$ cat src/rtl/rpnc_pkg.sv
`default_nettype none

package rpnc_pkg;

    // Value format: signed Q16.16.
    localparam int VALUE_W = 32;
    localparam int FRAC_W  = 16;

    // Field widths of the channels.
    localparam int CMD_W    = 4;
    localparam int STATUS_W = 3;
    localparam int DEPTH_OUT_W = 8;

    // Command codes.
    localparam logic [CMD_W-1:0] CMD_PUSH  = 4'd0;
    localparam logic [CMD_W-1:0] CMD_ADD   = 4'd1;
    localparam logic [CMD_W-1:0] CMD_SUB   = 4'd2;
    localparam logic [CMD_W-1:0] CMD_MUL   = 4'd3;
    localparam logic [CMD_W-1:0] CMD_DIV   = 4'd4;
    localparam logic [CMD_W-1:0] CMD_POP   = 4'd5;
    localparam logic [CMD_W-1:0] CMD_PEEK  = 4'd6;
    localparam logic [CMD_W-1:0] CMD_DUP   = 4'd7;
    localparam logic [CMD_W-1:0] CMD_SWAP  = 4'd8;
    localparam logic [CMD_W-1:0] CMD_CLEAR = 4'd9;

    // Status codes.
    localparam logic [STATUS_W-1:0] ST_OK    = 3'd0;
    localparam logic [STATUS_W-1:0] ST_FULL  = 3'd1;
    localparam logic [STATUS_W-1:0] ST_EMPTY = 3'd2;
    localparam logic [STATUS_W-1:0] ST_ZDIV  = 3'd3;
    localparam logic [STATUS_W-1:0] ST_SAT   = 3'd4;

    // Iteration counts of the shared unit.
    localparam int MUL_STEPS = VALUE_W;
    localparam int DIV_STEPS = VALUE_W + FRAC_W;
    localparam int CNT_W     = $clog2(DIV_STEPS + 1);

    // Operation of the shared arithmetic unit.
    typedef enum logic [1:0] {
        OP_ADD = 2'd0,
        OP_SUB = 2'd1,
        OP_MUL = 2'd2,
        OP_DIV = 2'd3
    } t_alu_op;

    typedef struct packed {
        logic    start;
        t_alu_op op;
    } t_alu_req;

    typedef struct packed {
        logic done;
        logic sat_hit;
    } t_alu_rsp;

endpackage

`default_nettype wire

$ cat src/rtl/rpnc_alu.sv
`default_nettype none

module rpnc_alu (
    input  wire logic                                i_clk,
    input  wire logic                                i_rst_n,
    input  wire rpnc_pkg::t_alu_req                  i_req,
    input  wire logic signed [rpnc_pkg::VALUE_W-1:0] i_a,
    input  wire logic signed [rpnc_pkg::VALUE_W-1:0] i_b,
    output      rpnc_pkg::t_alu_rsp                  o_rsp,
    output      logic signed [rpnc_pkg::VALUE_W-1:0] o_result
);

    localparam int VW   = rpnc_pkg::VALUE_W;
    localparam int FW   = rpnc_pkg::FRAC_W;
    localparam int HI_W = VW + 1;
    localparam int LO_W = VW + FW;
    localparam int CW   = rpnc_pkg::CNT_W;

    localparam logic [VW-1:0]   VAL_MAX = {1'b0, {(VW-1){1'b1}}};
    localparam logic [VW-1:0]   VAL_MIN = {1'b1, {(VW-1){1'b0}}};
    localparam logic [LO_W-1:0] MAG_MAX = LO_W'(VAL_MAX);
    localparam logic [LO_W-1:0] MAG_MIN = LO_W'(VAL_MIN);

    typedef enum logic [2:0] {
        U_IDLE = 3'b001,
        U_STEP = 3'b010,
        U_FIN  = 3'b100
    } t_ustate;

    t_ustate            r_state, n_state;
    rpnc_pkg::t_alu_op  r_op, n_op;
    logic [CW-1:0]      r_cnt, n_cnt;
    logic               r_neg, n_neg;
    logic [HI_W-1:0]    r_hi, n_hi;
    logic [LO_W-1:0]    r_lo, n_lo;
    logic [HI_W-1:0]    r_y, n_y;
    logic               r_done, n_done;
    logic               r_hit, n_hit;
    logic [VW-1:0]      r_res, n_res;

    logic [VW-1:0]   w_mag_a;
    logic [VW-1:0]   w_mag_b;
    logic [HI_W-1:0] w_x;
    logic            w_sub;
    logic [HI_W-1:0] w_sum;
    logic [HI_W-1:0] w_mul_hi;
    logic            w_qbit;
    logic [LO_W-1:0] w_mag;

    // Operand magnitudes for the unsigned multiply and divide iterations.
    assign w_mag_a = i_a[VW-1] ? (~$unsigned(i_a) + 1'b1) : $unsigned(i_a);
    assign w_mag_b = i_b[VW-1] ? (~$unsigned(i_b) + 1'b1) : $unsigned(i_b);

    // The shared adder: add for sums and partial products, subtract for
    // differences and trial subtraction.
    assign w_x   = (r_op == rpnc_pkg::OP_DIV) ? {r_hi[VW-1:0], r_lo[LO_W-1]} : r_hi;
    assign w_sub = (r_op == rpnc_pkg::OP_SUB) || (r_op == rpnc_pkg::OP_DIV);
    assign w_sum = w_x + (w_sub ? ~r_y : r_y) + HI_W'(w_sub);

    assign w_mul_hi = r_lo[0] ? w_sum : r_hi;
    assign w_qbit   = ~w_sum[HI_W-1];

    // Magnitude of the scaled product or quotient.
    assign w_mag = (r_op == rpnc_pkg::OP_MUL) ? {r_hi[VW-1:0], r_lo[VW-1:FW]} : r_lo;

    // Sequencing of the unit.
    always_comb begin
        n_state = r_state;
        n_op    = r_op;
        n_cnt   = r_cnt;
        n_neg   = r_neg;
        n_hi    = r_hi;
        n_lo    = r_lo;
        n_y     = r_y;
        n_done  = 1'b0;
        n_hit   = r_hit;
        n_res   = r_res;
        case (r_state)
            U_IDLE: begin
                if (i_req.start) begin
                    n_op    = i_req.op;
                    n_neg   = i_a[VW-1] ^ i_b[VW-1];
                    n_state = U_STEP;
                    case (i_req.op)
                        rpnc_pkg::OP_MUL: begin
                            n_hi  = '0;
                            n_lo  = LO_W'(w_mag_b);
                            n_y   = HI_W'(w_mag_a);
                            n_cnt = CW'(rpnc_pkg::MUL_STEPS);
                        end
                        rpnc_pkg::OP_DIV: begin
                            n_hi  = '0;
                            n_lo  = {w_mag_a, {FW{1'b0}}};
                            n_y   = HI_W'(w_mag_b);
                            n_cnt = CW'(rpnc_pkg::DIV_STEPS);
                        end
                        default: begin
                            n_hi  = {i_a[VW-1], i_a};
                            n_y   = {i_b[VW-1], i_b};
                            n_cnt = CW'(1);
                        end
                    endcase
                end
            end
            U_STEP: begin
                case (r_op)
                    rpnc_pkg::OP_MUL: begin
                        n_hi = {1'b0, w_mul_hi[HI_W-1:1]};
                        n_lo = {r_lo[LO_W-1:VW], w_mul_hi[0], r_lo[VW-1:1]};
                    end
                    rpnc_pkg::OP_DIV: begin
                        n_hi = w_qbit ? w_sum : w_x;
                        n_lo = {r_lo[LO_W-2:0], w_qbit};
                    end
                    default: begin
                        n_hi = w_sum;
                    end
                endcase
                n_cnt = r_cnt - CW'(1);
                if (r_cnt == CW'(1)) begin
                    n_state = U_FIN;
                end
            end
            U_FIN: begin
                // Clamp the result to the value range.
                n_hit = 1'b0;
                if ((r_op == rpnc_pkg::OP_ADD) || (r_op == rpnc_pkg::OP_SUB)) begin
                    if (r_hi[HI_W-1] != r_hi[VW-1]) begin
                        n_hit = 1'b1;
                        n_res = r_hi[HI_W-1] ? VAL_MIN : VAL_MAX;
                    end else begin
                        n_res = r_hi[VW-1:0];
                    end
                end else if (r_neg) begin
                    if (w_mag > MAG_MIN) begin
                        n_hit = 1'b1;
                        n_res = VAL_MIN;
                    end else begin
                        n_res = ~w_mag[VW-1:0] + 1'b1;
                    end
                end else begin
                    if (w_mag > MAG_MAX) begin
                        n_hit = 1'b1;
                        n_res = VAL_MAX;
                    end else begin
                        n_res = w_mag[VW-1:0];
                    end
                end
                n_done  = 1'b1;
                n_state = U_IDLE;
            end
            default: begin
                n_state = U_IDLE;
            end
        endcase
    end

    // Control registers.
    always_ff @(posedge i_clk) begin
        if (!i_rst_n) begin
            r_state <= U_IDLE;
            r_done  <= 1'b0;
        end else begin
            r_state <= n_state;
            r_done  <= n_done;
        end
    end

    // Datapath registers.
    always_ff @(posedge i_clk) begin
        r_op  <= n_op;
        r_cnt <= n_cnt;
        r_neg <= n_neg;
        r_hi  <= n_hi;
        r_lo  <= n_lo;
        r_y   <= n_y;
        r_hit <= n_hit;
        r_res <= n_res;
    end

    assign o_rsp.done    = r_done;
    assign o_rsp.sat_hit = r_hit;
    assign o_result      = $signed(r_res);

endmodule

`default_nettype wire

$ cat config.mk
export PLATFORM = sky130hd
export DESIGN_NAME = rpnc_alu
export DESIGN_NICKNAME = d
export VERILOG_FILES = /design/src/rtl/rpnc_pkg.sv /design/src/rtl/rpnc_alu.sv
export SDC_FILE = /design/constraint.sdc
export NUM_CORES = 1
export LEC_CHECK = 0
export BUFFER_PORTS_ARGS = -buffer_cell sky130_fd_sc_hd__buf_2
export CORE_ASPECT_RATIO = 0.75
export CORE_MARGIN = 2
export CORE_UTILIZATION = 47
export CTS_BUF_LIST = sky130_fd_sc_hd__clkbuf_16
export DETAILED_ROUTE_END_ITERATION = 10
export GPL_TIMING_DRIVEN = 0
export PLACE_DENSITY = 0.71
export SYNTH_ARGS = -nofsm -noshare
export SYNTH_HDL_FRONTEND = slang
export SYNTH_SLANG_ARGS = --single-unit
$ cat constraint.sdc
create_clock -name i_clk -period 5.3 [get_ports i_clk]
set_clock_uncertainty 0.05 [all_clocks]
set_input_delay 0.53 -clock i_clk [delete_from_list [all_inputs] [get_ports i_clk]]
set_output_delay 0.53 -clock i_clk [all_outputs]
set_load 0.1 [all_outputs]
==> results of run 1 <==
## flip-flops by register name (all words and copies together), names as in the netlist
| register | count |
|---|---|
| r_hi | 33 |
| r_done | 1 |
| r_op | 2 |
| r_hit | 1 |
| r_lo | 48 |
| r_state | 3 |
| o_result | 32 |
| r_cnt | 6 |
| r_neg | 1 |
| r_y | 33 |
## cell type report
type / instances / area, um^2
Inverter: 34 / 128
Tap cell: 392 / 490
Fill cell: 2724 / 13400
Timing Repair Buffer: 109 / 628
Buffer: 105 / 475
Clock buffer: 17 / 425
Multi-Input combinational cell: 1357 / 8680
Sequential cell: 160 / 4760
Clock inverter: 15 / 165
## power by group
group	leakage [nW]	switching, mW	total [mW]	internal, mW
registers	1.51	0.128	1.63	1.50
logic	4.25	1.21	1.80	0.591
clock network	0.285	0.645	1.28	0.633
total	6.05	1.99	4.72	2.73
## layout by cell type, fill, tap and decap left out, drive strengths merged, types with 14 or more instances in the layout
| cell type | netlist | layout |
|---|---|---|
| a21oi | 178 | 178 |
| a221oi | 21 | 21 |
| a31oi | 35 | 35 |
| buf | 27 | 132 |
| clkbuf | 83 | 99 |
| edfxtp | 156 | 156 |
| ha | 39 | 39 |
| inv | 34 | 42 |
| mux2 | 19 | 19 |
| mux2i | 72 | 72 |
| nand2 | 271 | 271 |
| nand2b | 21 | 21 |
| nand3 | 46 | 46 |
| nand4 | 15 | 15 |
| nor2 | 93 | 93 |
| nor3 | 14 | 14 |
| nor4 | 18 | 18 |
| o211ai | 16 | 16 |
| o21ai | 144 | 144 |
| o22ai | 19 | 19 |
| o31ai | 23 | 23 |
| o41ai | 15 | 15 |
| or3 | 16 | 16 |
| xnor2 | 51 | 51 |
| xor2 | 77 | 77 |
## path summary, 6_finish.rpt
path | from | end | slack, ps
worst max-delay path | r_op[0] | r_hi[7] | 40
worst min-delay path | i_req[0] | r_op[0] | 210
worst max register to register | r_op[0] | r_hi[7] | 40
worst min register to register | r_lo[41] | r_lo[42] | 510
## worst max-delay path: stages, from the launching register on
cell	delay, ps
edfxtp_1	540
buf_2	330
nand2_2	190
clkbuf_4	260
clkbuf_4	250
nand2_1	100
o21ai_0	170
fa_1	600
a211oi_1	340
o211ai_1	200
a31oi_4	290
o31ai_4	130
and4_1	200
nor3b_4	360
nor2_1	170
buf_2	220
a222oi_1	440
o21ai_0	130
## synth_stat cells (5+ instances only)
cell type,n,area (um^2)
mux2_2,19,214
o31ai_1,21,158
ha_1,39,488
mux2i_1,72,721
clkbuf_1,83,312
xnor2_1,51,447
o22ai_1,19,119
o21ai_1,5,25.0
a22o_1,13,114
inv_1,34,128
buf_1,12,45.0
nor3_1,14,70.1
nor2_1,93,349
a21o_1,6,45.0
a31oi_1,35,219
nor4_1,17,106
nor2b_1,12,75.1
o221ai_1,6,52.6
edfxtp_1,156,4680
buf_2,9,45.0
a211oi_1,9,67.6
o211ai_1,16,120
or3_1,16,100
nand3_1,44,220
o21ai_0,139,696
o21a_1,9,67.6
nand2b_1,19,119
nand4_1,15,93.8
or4_1,10,75.1
and2_1,8,50.1
a21oi_1,176,881
o41ai_1,12,105
o21bai_1,6,45.0
a221o_1,8,80.1
nand2_1,270,1010
a221oi_1,21,184
xor2_1,77,674
and3_1,9,56.3
or2_2,5,31.3
## metal layers
layer / track usage (%) / wire length [um] / vias up / part of all wire [%]
met5: 0 / 0 / - / 0
met4: 11.5 / 1880 / 0 / 3.1
met3: 9.64 / 8760 / 109 / 15
met2: 50.8 / 23100 / 1145 / 39
met1: 59.4 / 26100 / 6965 / 44
li1: - / - / 6443 / -
## logic make-up after synthesis
logic type / after synthesis / share of synthesized area [%]
flops: 160 / 34.2
fa+ha+maj: 40 / 3.65
compound gates: 538 / 24.2
simple gates: 560 / 19.0
xor+xnor: 128 / 8.05
mux: 91 / 6.71
buf+inv: 144 / 4.23
## timing repair
item | in CTS | in global routing
endpoints found under the hold margin | 0 | 0
buffers inserted | 1 | 2
endpoints found under the setup margin | 45 | 34
resized for setup | 25 | 18
pin swaps | 0 | 1
==> metrics.txt, run 1 <==
total power=4.72 mW; die width=203 um; vias=14.7k; Pleak=6.05 nW; Slew @ Worst Pin=1220 ps; register area share after synthesis=34.2%; setup TNS=0 ps; CTS tree=built; Distinct cells, synth=81; first-pass GRT wire length=86800 um; All-Layer GR Usage=38.1%; Pre-antenna DRT Iters=8; Worst Hold Class=in -> reg; WS Path Type=reg -> reg; status=finished clean; FF+latch count, synth=160; hold depth=1; Main synth FF type=edfxtp_1; period utilization=99.2%; root buffer selected by CTS=clkbuf_16; post-route antenna net violation count=0; Post-synth EDFFs=156; WP data required=5430 ps; IO Pins=103; pin count of the biggest net entering global routing=33; Hold Violations, Final=0; reg2reg path depth=17; hpwl dp=47500 um; hold-fix buffers at CTS=0; diode count=0; DIE AREA=31000 um^2; Reg clk slew, reported paths=80 ps; vias per inst=6.70; worst-path maximum fanout=10; DR WL/cell=27.3 um; Non-Filler Instances=2189; first-iteration detailed-routing DRC count=2386; Port-buffer cells=100; setup violators final=0; Final Instance Area=15800 um^2; post-place setup slack=-1230 ps; Clock Sink Count=160; CP endpoint kind=register; vias in the first global route=13.0k; fmax=0.190 GHz; Area growth syn-to-layout=13.1%; Die Span Y=153 um; CTS Buf Count=17; asr flop ratio synth=0%; Slew Viols, Final=0; crit path DAT=5390 ps; Min Hold Slack=212 ps; total global routing overflow=0; DRC=0; Worst Slack Setup Final=40.2 ps; synthesized area per cell=8.38 um^2; Mapped Nets=1770; total power density per cell area=299 nW/um^2; Cells after DPL=2159; total wire length=59900 um; initial antenna violation count=0; Placed Area=15100 um^2; Worst slew margin=18.1%; core area=29100 um^2; Ys Warns=0; post-layout util=54.1%; clock tree buffer depth=2; Final min period=5260 ps; Worst-Skew Late Latency=460 ps; number of cells produced by synthesis=1661; nets@finish=1893; fraction of layout instances using a drive strength above 1=12.8%; H-Tree Depth=4; max_cap viols=0; CP startpoint kind=register; initial core utilization=47.8%; Netlist Area Pre-Place=13900 um^2; RePlAce Congestion=1.04; FP Rows=54; maximum VDD drop=0.247 mV
No activity file was read; power rests on OpenSTA's default activity.
==> run 2, diff against run 1 <==
CORE_UTILIZATION = 40   (was 47)
PLACE_DENSITY = 0.63   (was 0.71)
clock period = 6.64 ns   (was 5.3 ns; I/O delays follow)
==> run 2 against run 1 <==
  * Cell count is 3.2% higher
  * Sequential power fell by 20%
  * Flip-flop and latch count unchanged
  * Utilization is 8.4 points lower
  * Critical endpoint is now r_hi[12]
  * Largest power group unchanged
  * Highest routed layer unchanged
==> metrics.txt, run 2 (synthesis results as in run 1) <==
status=finished clean; Die Span Y=166 um (+8.2%); WS Path Type=reg -> reg; FF-to-FF End=r_hi[12]; Worst-Skew Late Latency=460 ps (about the same); Reg clk slew, reported paths=70 ps (about the same); reg2reg path depth=18 (+1); Cells after DPL=2225 (+3.1%); DRC=0 (unchanged); most common cell after layout, fill and taps aside=nand2_1; Hold Violations, Final=0 (unchanged); CP endpoint kind=register; CP startpoint kind=register; total global routing overflow=0 (unchanged); vias in the first global route=12.9k (-0.88%); Top reg by flops=r_lo; IO Pins=103 (unchanged); Min-Delay Endpoint=r_op[1]; die width=219 um (+8.2%); Clock Sink Count=160 (unchanged); Port-buffer cells=100 (unchanged); CTS tree=built; Non-Filler Instances=2258 (+3.2%); reg2reg start=r_op[0]; Area growth syn-to-layout=13.1% (about the same); first-iteration detailed-routing DRC count=2133 (-11%); setup violators final=0 (unchanged); Placed Area=15200 um^2 (+0.66%); initial core utilization=40.4% (-7.4 points); first-pass GRT wire length=88200 um (+1.5%); hold-fix buffers at CTS=0 (unchanged); fillers=3371 (+24%); Pre-antenna DRT Iters=6 (-2); post-route antenna net violation count=0 (unchanged); fmax=0.155 GHz (-19%); hold path start=i_req[1]; pin count of the biggest net entering global routing=26 (-21%); DIE AREA=36300 um^2 (+17%); Worst slew margin=14.4% (-3.7 points); core area=34500 um^2 (+18%); clock tree buffer depth=2 (unchanged); H-Tree Depth=4 (unchanged); setup repair after global routing missed its margin=false; Final Instance Area=15700 um^2 (about the same); vias=14.6k (-0.45%); vias per inst=6.46 (-3.5%); WP data required=6790 ps (+1360 ps); Pleak=5.98 nW (-1.0%); total wire length=61000 um (+1.9%); total power density per cell area=235 nW/um^2 (-21%); DR WL/cell=27.0 um (-1.2%); All-Layer GR Usage=33.6% (-4.5 points); root buffer selected by CTS=clkbuf_16; Worst Hold Class=in -> reg; most frequent cells in the layout=nand2_1, a21oi_1, edfxtp_1; initial antenna violation count=2 (+2); Final min period=6450 ps (+1190 ps); crit path DAT=6610 ps (+1220 ps); FP Rows=59 (+9.3%); Slew Viols, Final=0 (unchanged); hold depth=1 (unchanged); nets@finish=1895 (+0.11%); maximum VDD drop=0.180 mV (-27%); Reg2Reg Setup Slack=190 ps (+150 ps); Slew @ Worst Pin=1250 ps (+28.0 ps); hpwl dp=48300 um (+1.6%); CTS Buf Count=17 (unchanged); max FFs per register=48 (unchanged); period utilization=97.2% (-2.0 points); worst-path maximum fanout=10 (unchanged); RePlAce Congestion=0.998 (-4.4%); fraction of layout instances using a drive strength above 1=11.5% (-1.3 points); max_cap viols=0 (unchanged); Largest regs=r_lo: 48 flops, r_hi: 33 flops, r_y: 33 flops
[run 2: worst max path at each step]
stage,end,start,slack (ps),cells after the start
2_1_floorplan,r_hi[28],r_op[1],2130,19
3_3_place_gp,r_hi[7],r_op[1],-130,19
3_5_place_dp,r_hi[12],r_op[1],-180,19
4_1_cts,r_hi[12],r_op[1],130,18
5_1_grt,r_hi[7],r_op[0],60,15
6_report,r_hi[12],r_op[0],190,18
[run 2: per-stage QoR]
stage | utilization (%) | hold slack, ps | power, mW | worst slack, ps | TNS [ps]
2_1_floorplan | - | 458 | 2.16 | 2130 | 0
3_3_place_gp | 43.5 | 487 | 2.66 | -131 | -661
3_5_place_dp | 44.0 | 501 | 2.66 | -183 | -1420
4_1_cts | 45.6 | 329 | 3.64 | 126 | 0
5_1_grt | 45.7 | 337 | 3.84 | 57.9 | 0
6_report | 45.7 | 337 | 3.70 | 186 | 0
[run 2: power by group]
group          switching, mW  internal [mW]  leakage (nW)
clock                  0.464          0.520         0.278
sequential             0.101           1.20          1.51
combinational          0.956          0.460          4.20
[run 2: final cells by class]
| type | instances | area [um^2] | area share (%) |
|---|---|---|---|
| diodes | 2 | 5.00 | 0.0318 |
| plain buffers | 109 | 468 | 2.97 |
| clock buffers | 17 | 425 | 2.70 |
| clock inverters | 15 | 135 | 0.858 |
| inverters | 34 | 128 | 0.811 |
| multi-input cells | 1357 | 8620 | 54.8 |
| flip-flops and latches | 160 | 4760 | 30.3 |
| well taps | 457 | 572 | 3.63 |
| repair buffers | 107 | 624 | 3.97 |
[run 2: what timing repair did]
item                                    in CTS  in global routing
pin swaps                                    0                  0
setup buffers                                0                  0
endpoints found under the setup margin      20                 30
resized for setup                            3                  5
[run 2: critical path: stages, from the launching register on]
cell	delay, ps
edfxtp_1	540
buf_2	270
nand2_1	310
clkbuf_1	510
clkdlybuf4s15_2	580
clkbuf_2	370
nand2_1	90
nand2_1	90
ha_1	260
o211ai_1	160
o211ai_1	280
a31oi_2	230
o31ai_2	530
nor3_1	170
nor3b_2	550
nor2_1	210
clkbuf_1	320
a221oi_1	540
nor2_1	90
[run 2: metal layers]
layer | global-route usage (%) | up-vias | share of wire, %
li1 | - | 6435 | -
met1 | 50.7 | 7012 | 44
met2 | 45.8 | 1055 | 39
met3 | 9.63 | 94 | 14
met4 | 9.61 | 0 | 2.6
met5 | 0 | - | 0
==> run 3, diff against run 2 <==
CELL_PAD_IN_SITES_DETAIL_PLACEMENT = 0   (was default)
CELL_PAD_IN_SITES_GLOBAL_PLACEMENT = 2   (was default)
CORE_UTILIZATION = 38   (was 40)
PLACE_DENSITY = 0.88   (was 0.63)
clock period = 6.4 ns   (was 6.64 ns; I/O delays follow)
==> run 3 against run 2 <==
  * First-iteration DRC count fell by 2.2%
  * Maximum frequency rose by 5.4%
  * Die area rose by 5.2%
  * Highest routed layer unchanged
==> metrics.txt, run 3 (synthesis results as in run 1) <==
Reg clk slew, reported paths=70 ps (about the same); die width=225 um (+2.6%); H-Tree Depth=4 (unchanged); initial core utilization=38.7% (-1.7 points); Final min period=6120 ps (-332 ps); fmax=0.163 GHz (+5.4%); total global routing overflow=0 (unchanged); met2 usage in global routing=44.7% (-1.0 points); vias=14.4k (-1.1%); Worst-Skew Late Latency=460 ps (about the same); Area growth syn-to-layout=12.8%; hpwl dp=49500 um (+2.6%); status=finished clean; total power density per cell area=244 nW/um^2 (+3.7%); WP data required=6540 ps (-250 ps); Min Hold Slack=320 ps (-17.5 ps); worst-path maximum fanout=10 (unchanged); Port-buffer cells=100 (unchanged); Worst Slack Setup Final=278 ps (+91.6 ps); Placed Area=15200 um^2 (about the same); CP startpoint kind=register; CP endpoint kind=register; Pre-antenna DRT Iters=8 (+2); Hold Violations, Final=0 (unchanged); Pleak=5.97 nW (-0.25%); period utilization=95.7% (-1.5 points); Largest regs=r_lo: 48 flops, r_hi: 33 flops, r_y: 33 flops; pin count of the biggest net entering global routing=34 (+31%); Worst Hold Class=in -> reg; CTS Buf Count=17 (unchanged); Top reg by flops=r_lo; FP Rows=60 (+1.7%); CTS tree=built; initial antenna violation count=0 (-2); maximum VDD drop=0.175 mV (-2.6%); WS Path Type=reg -> reg; Worst slew margin=32.7% (+18 points); post-layout util=43.7% (-2.0 points); total wire length=62400 um (+2.3%); DIE AREA=38200 um^2 (+5.2%); Slew @ Worst Pin=1010 ps (-243 ps); max FFs per register=48 (unchanged); Die Span Y=170 um (+2.5%); IO Pins=103 (unchanged); root buffer selected by CTS=clkbuf_16; crit path DAT=6260 ps (-350 ps); diode count=0 (-2); fraction of layout instances using a drive strength above 1=11.4% (-0.049 points); All-Layer GR Usage=32.7% (-0.97 points); Slew Viols, Final=0 (unchanged); total power=3.83 mW (+3.4%); post-place setup slack=-330 ps (-147 ps); Non-Filler Instances=2263 (+0.22%); grt met1 use=50.2% (-0.52 points); core area=36000 um^2 (+4.3%); Reg2Reg Setup Slack=280 ps (+90 ps); setup TNS=0 ps (unchanged); nets@finish=1894 (-0.053%); post-route antenna net violation count=0 (unchanged); RePlAce Congestion=1.02 (+2.3%); most frequent cells in the layout=nand2_1, a21oi_1, edfxtp_1; vias in the first global route=13.2k (+2.0%); vias per inst=6.38 (-1.3%); clock tree buffer depth=2 (unchanged); Final Instance Area=15700 um^2 (-0.25%); first-pass GRT wire length=90400 um (+2.5%); GR Layer Usage met3=8.00% (-1.6 points); most common cell after layout, fill and taps aside=nand2_1; Most Crowded Layer GR=met1; Clock Sink Count=160 (unchanged); setup repair after global routing missed its margin=false; max_cap viols=0 (unchanged); first-iteration detailed-routing DRC count=2087 (-2.2%); setup violators final=0 (unchanged); DR WL/cell=27.6 um (+2.1%); Cells after DPL=2232 (+0.31%); DRC=0 (unchanged)
==> run 3: cell types whose count changed in the layout (fill, tap and decap cells not counted), sizes merged <==
cell | previous run | this run
diode | 2 | 0
clkdlybuf4s15 | 1 | 0
buf | 133 | 132
clkbuf | 99 | 100
bufinv | 1 | 0
clkinv | 2 | 5
clkinvlp | 3 | 1
==> run 3: power by group <==
group	internal, mW	switching, mW	total [mW]
Sequential	1.25	0.111	1.36
Clock	0.502	0.490	0.992
Combinational	0.477	1.00	1.48
==> run 3: worst paths after layout <==
check                start  cells after the start        to
setup / recovery   r_op[0]                     17   r_hi[7]
hold / removal    i_req[1]                      1   r_op[1]
setup reg to reg   r_op[0]                     17   r_hi[7]
hold reg to reg   r_lo[41]                      2  r_lo[42]
==> run 3: routing by layer <==
metal / routed length, um / vias up / share of wire (%)
met5: 0 / - / 0
met4: 1840 / 0 / 3.0
met3: 7420 / 111 / 12
met2: 24400 / 911 / 39
met1: 28800 / 6979 / 46
li1: - / 6434 / -
==> run 3: repair_timing <==
item / CTS / global route
resized for setup: 3 / 9
endpoints found under the setup margin: 28 / 23
hold buffers: 0 / 0
setup buffers: 0 / 0
==> run 3: worst max-delay path, stage by stage (launching register included) <==
cell and delay, ps:
edfxtp_1 620, buf_2 330, nand2_1 290, clkbuf_2 350
buf_1 400, nand2_1 160, o21ai_0 180, fa_1 580
a211oi_1 350, o211ai_1 170, a31oi_2 340, o31ai_2 160
and4_1 200, nor3b_2 480, nor2_1 220, buf_2 260
a222oi_1 560, o21ai_0 130
==> run 3: cell type report <==
type                            instances  area [um^2]
Clock buffer                           17          425
Clock inverter                         15          111
Tap cell                              465          582
Multi-Input combinational cell       1357         8620
Timing Repair Buffer                  106          606
Fill cell                            3624        20300
Inverter                               34          128
Sequential cell                       160         4760
Buffer                                109          465
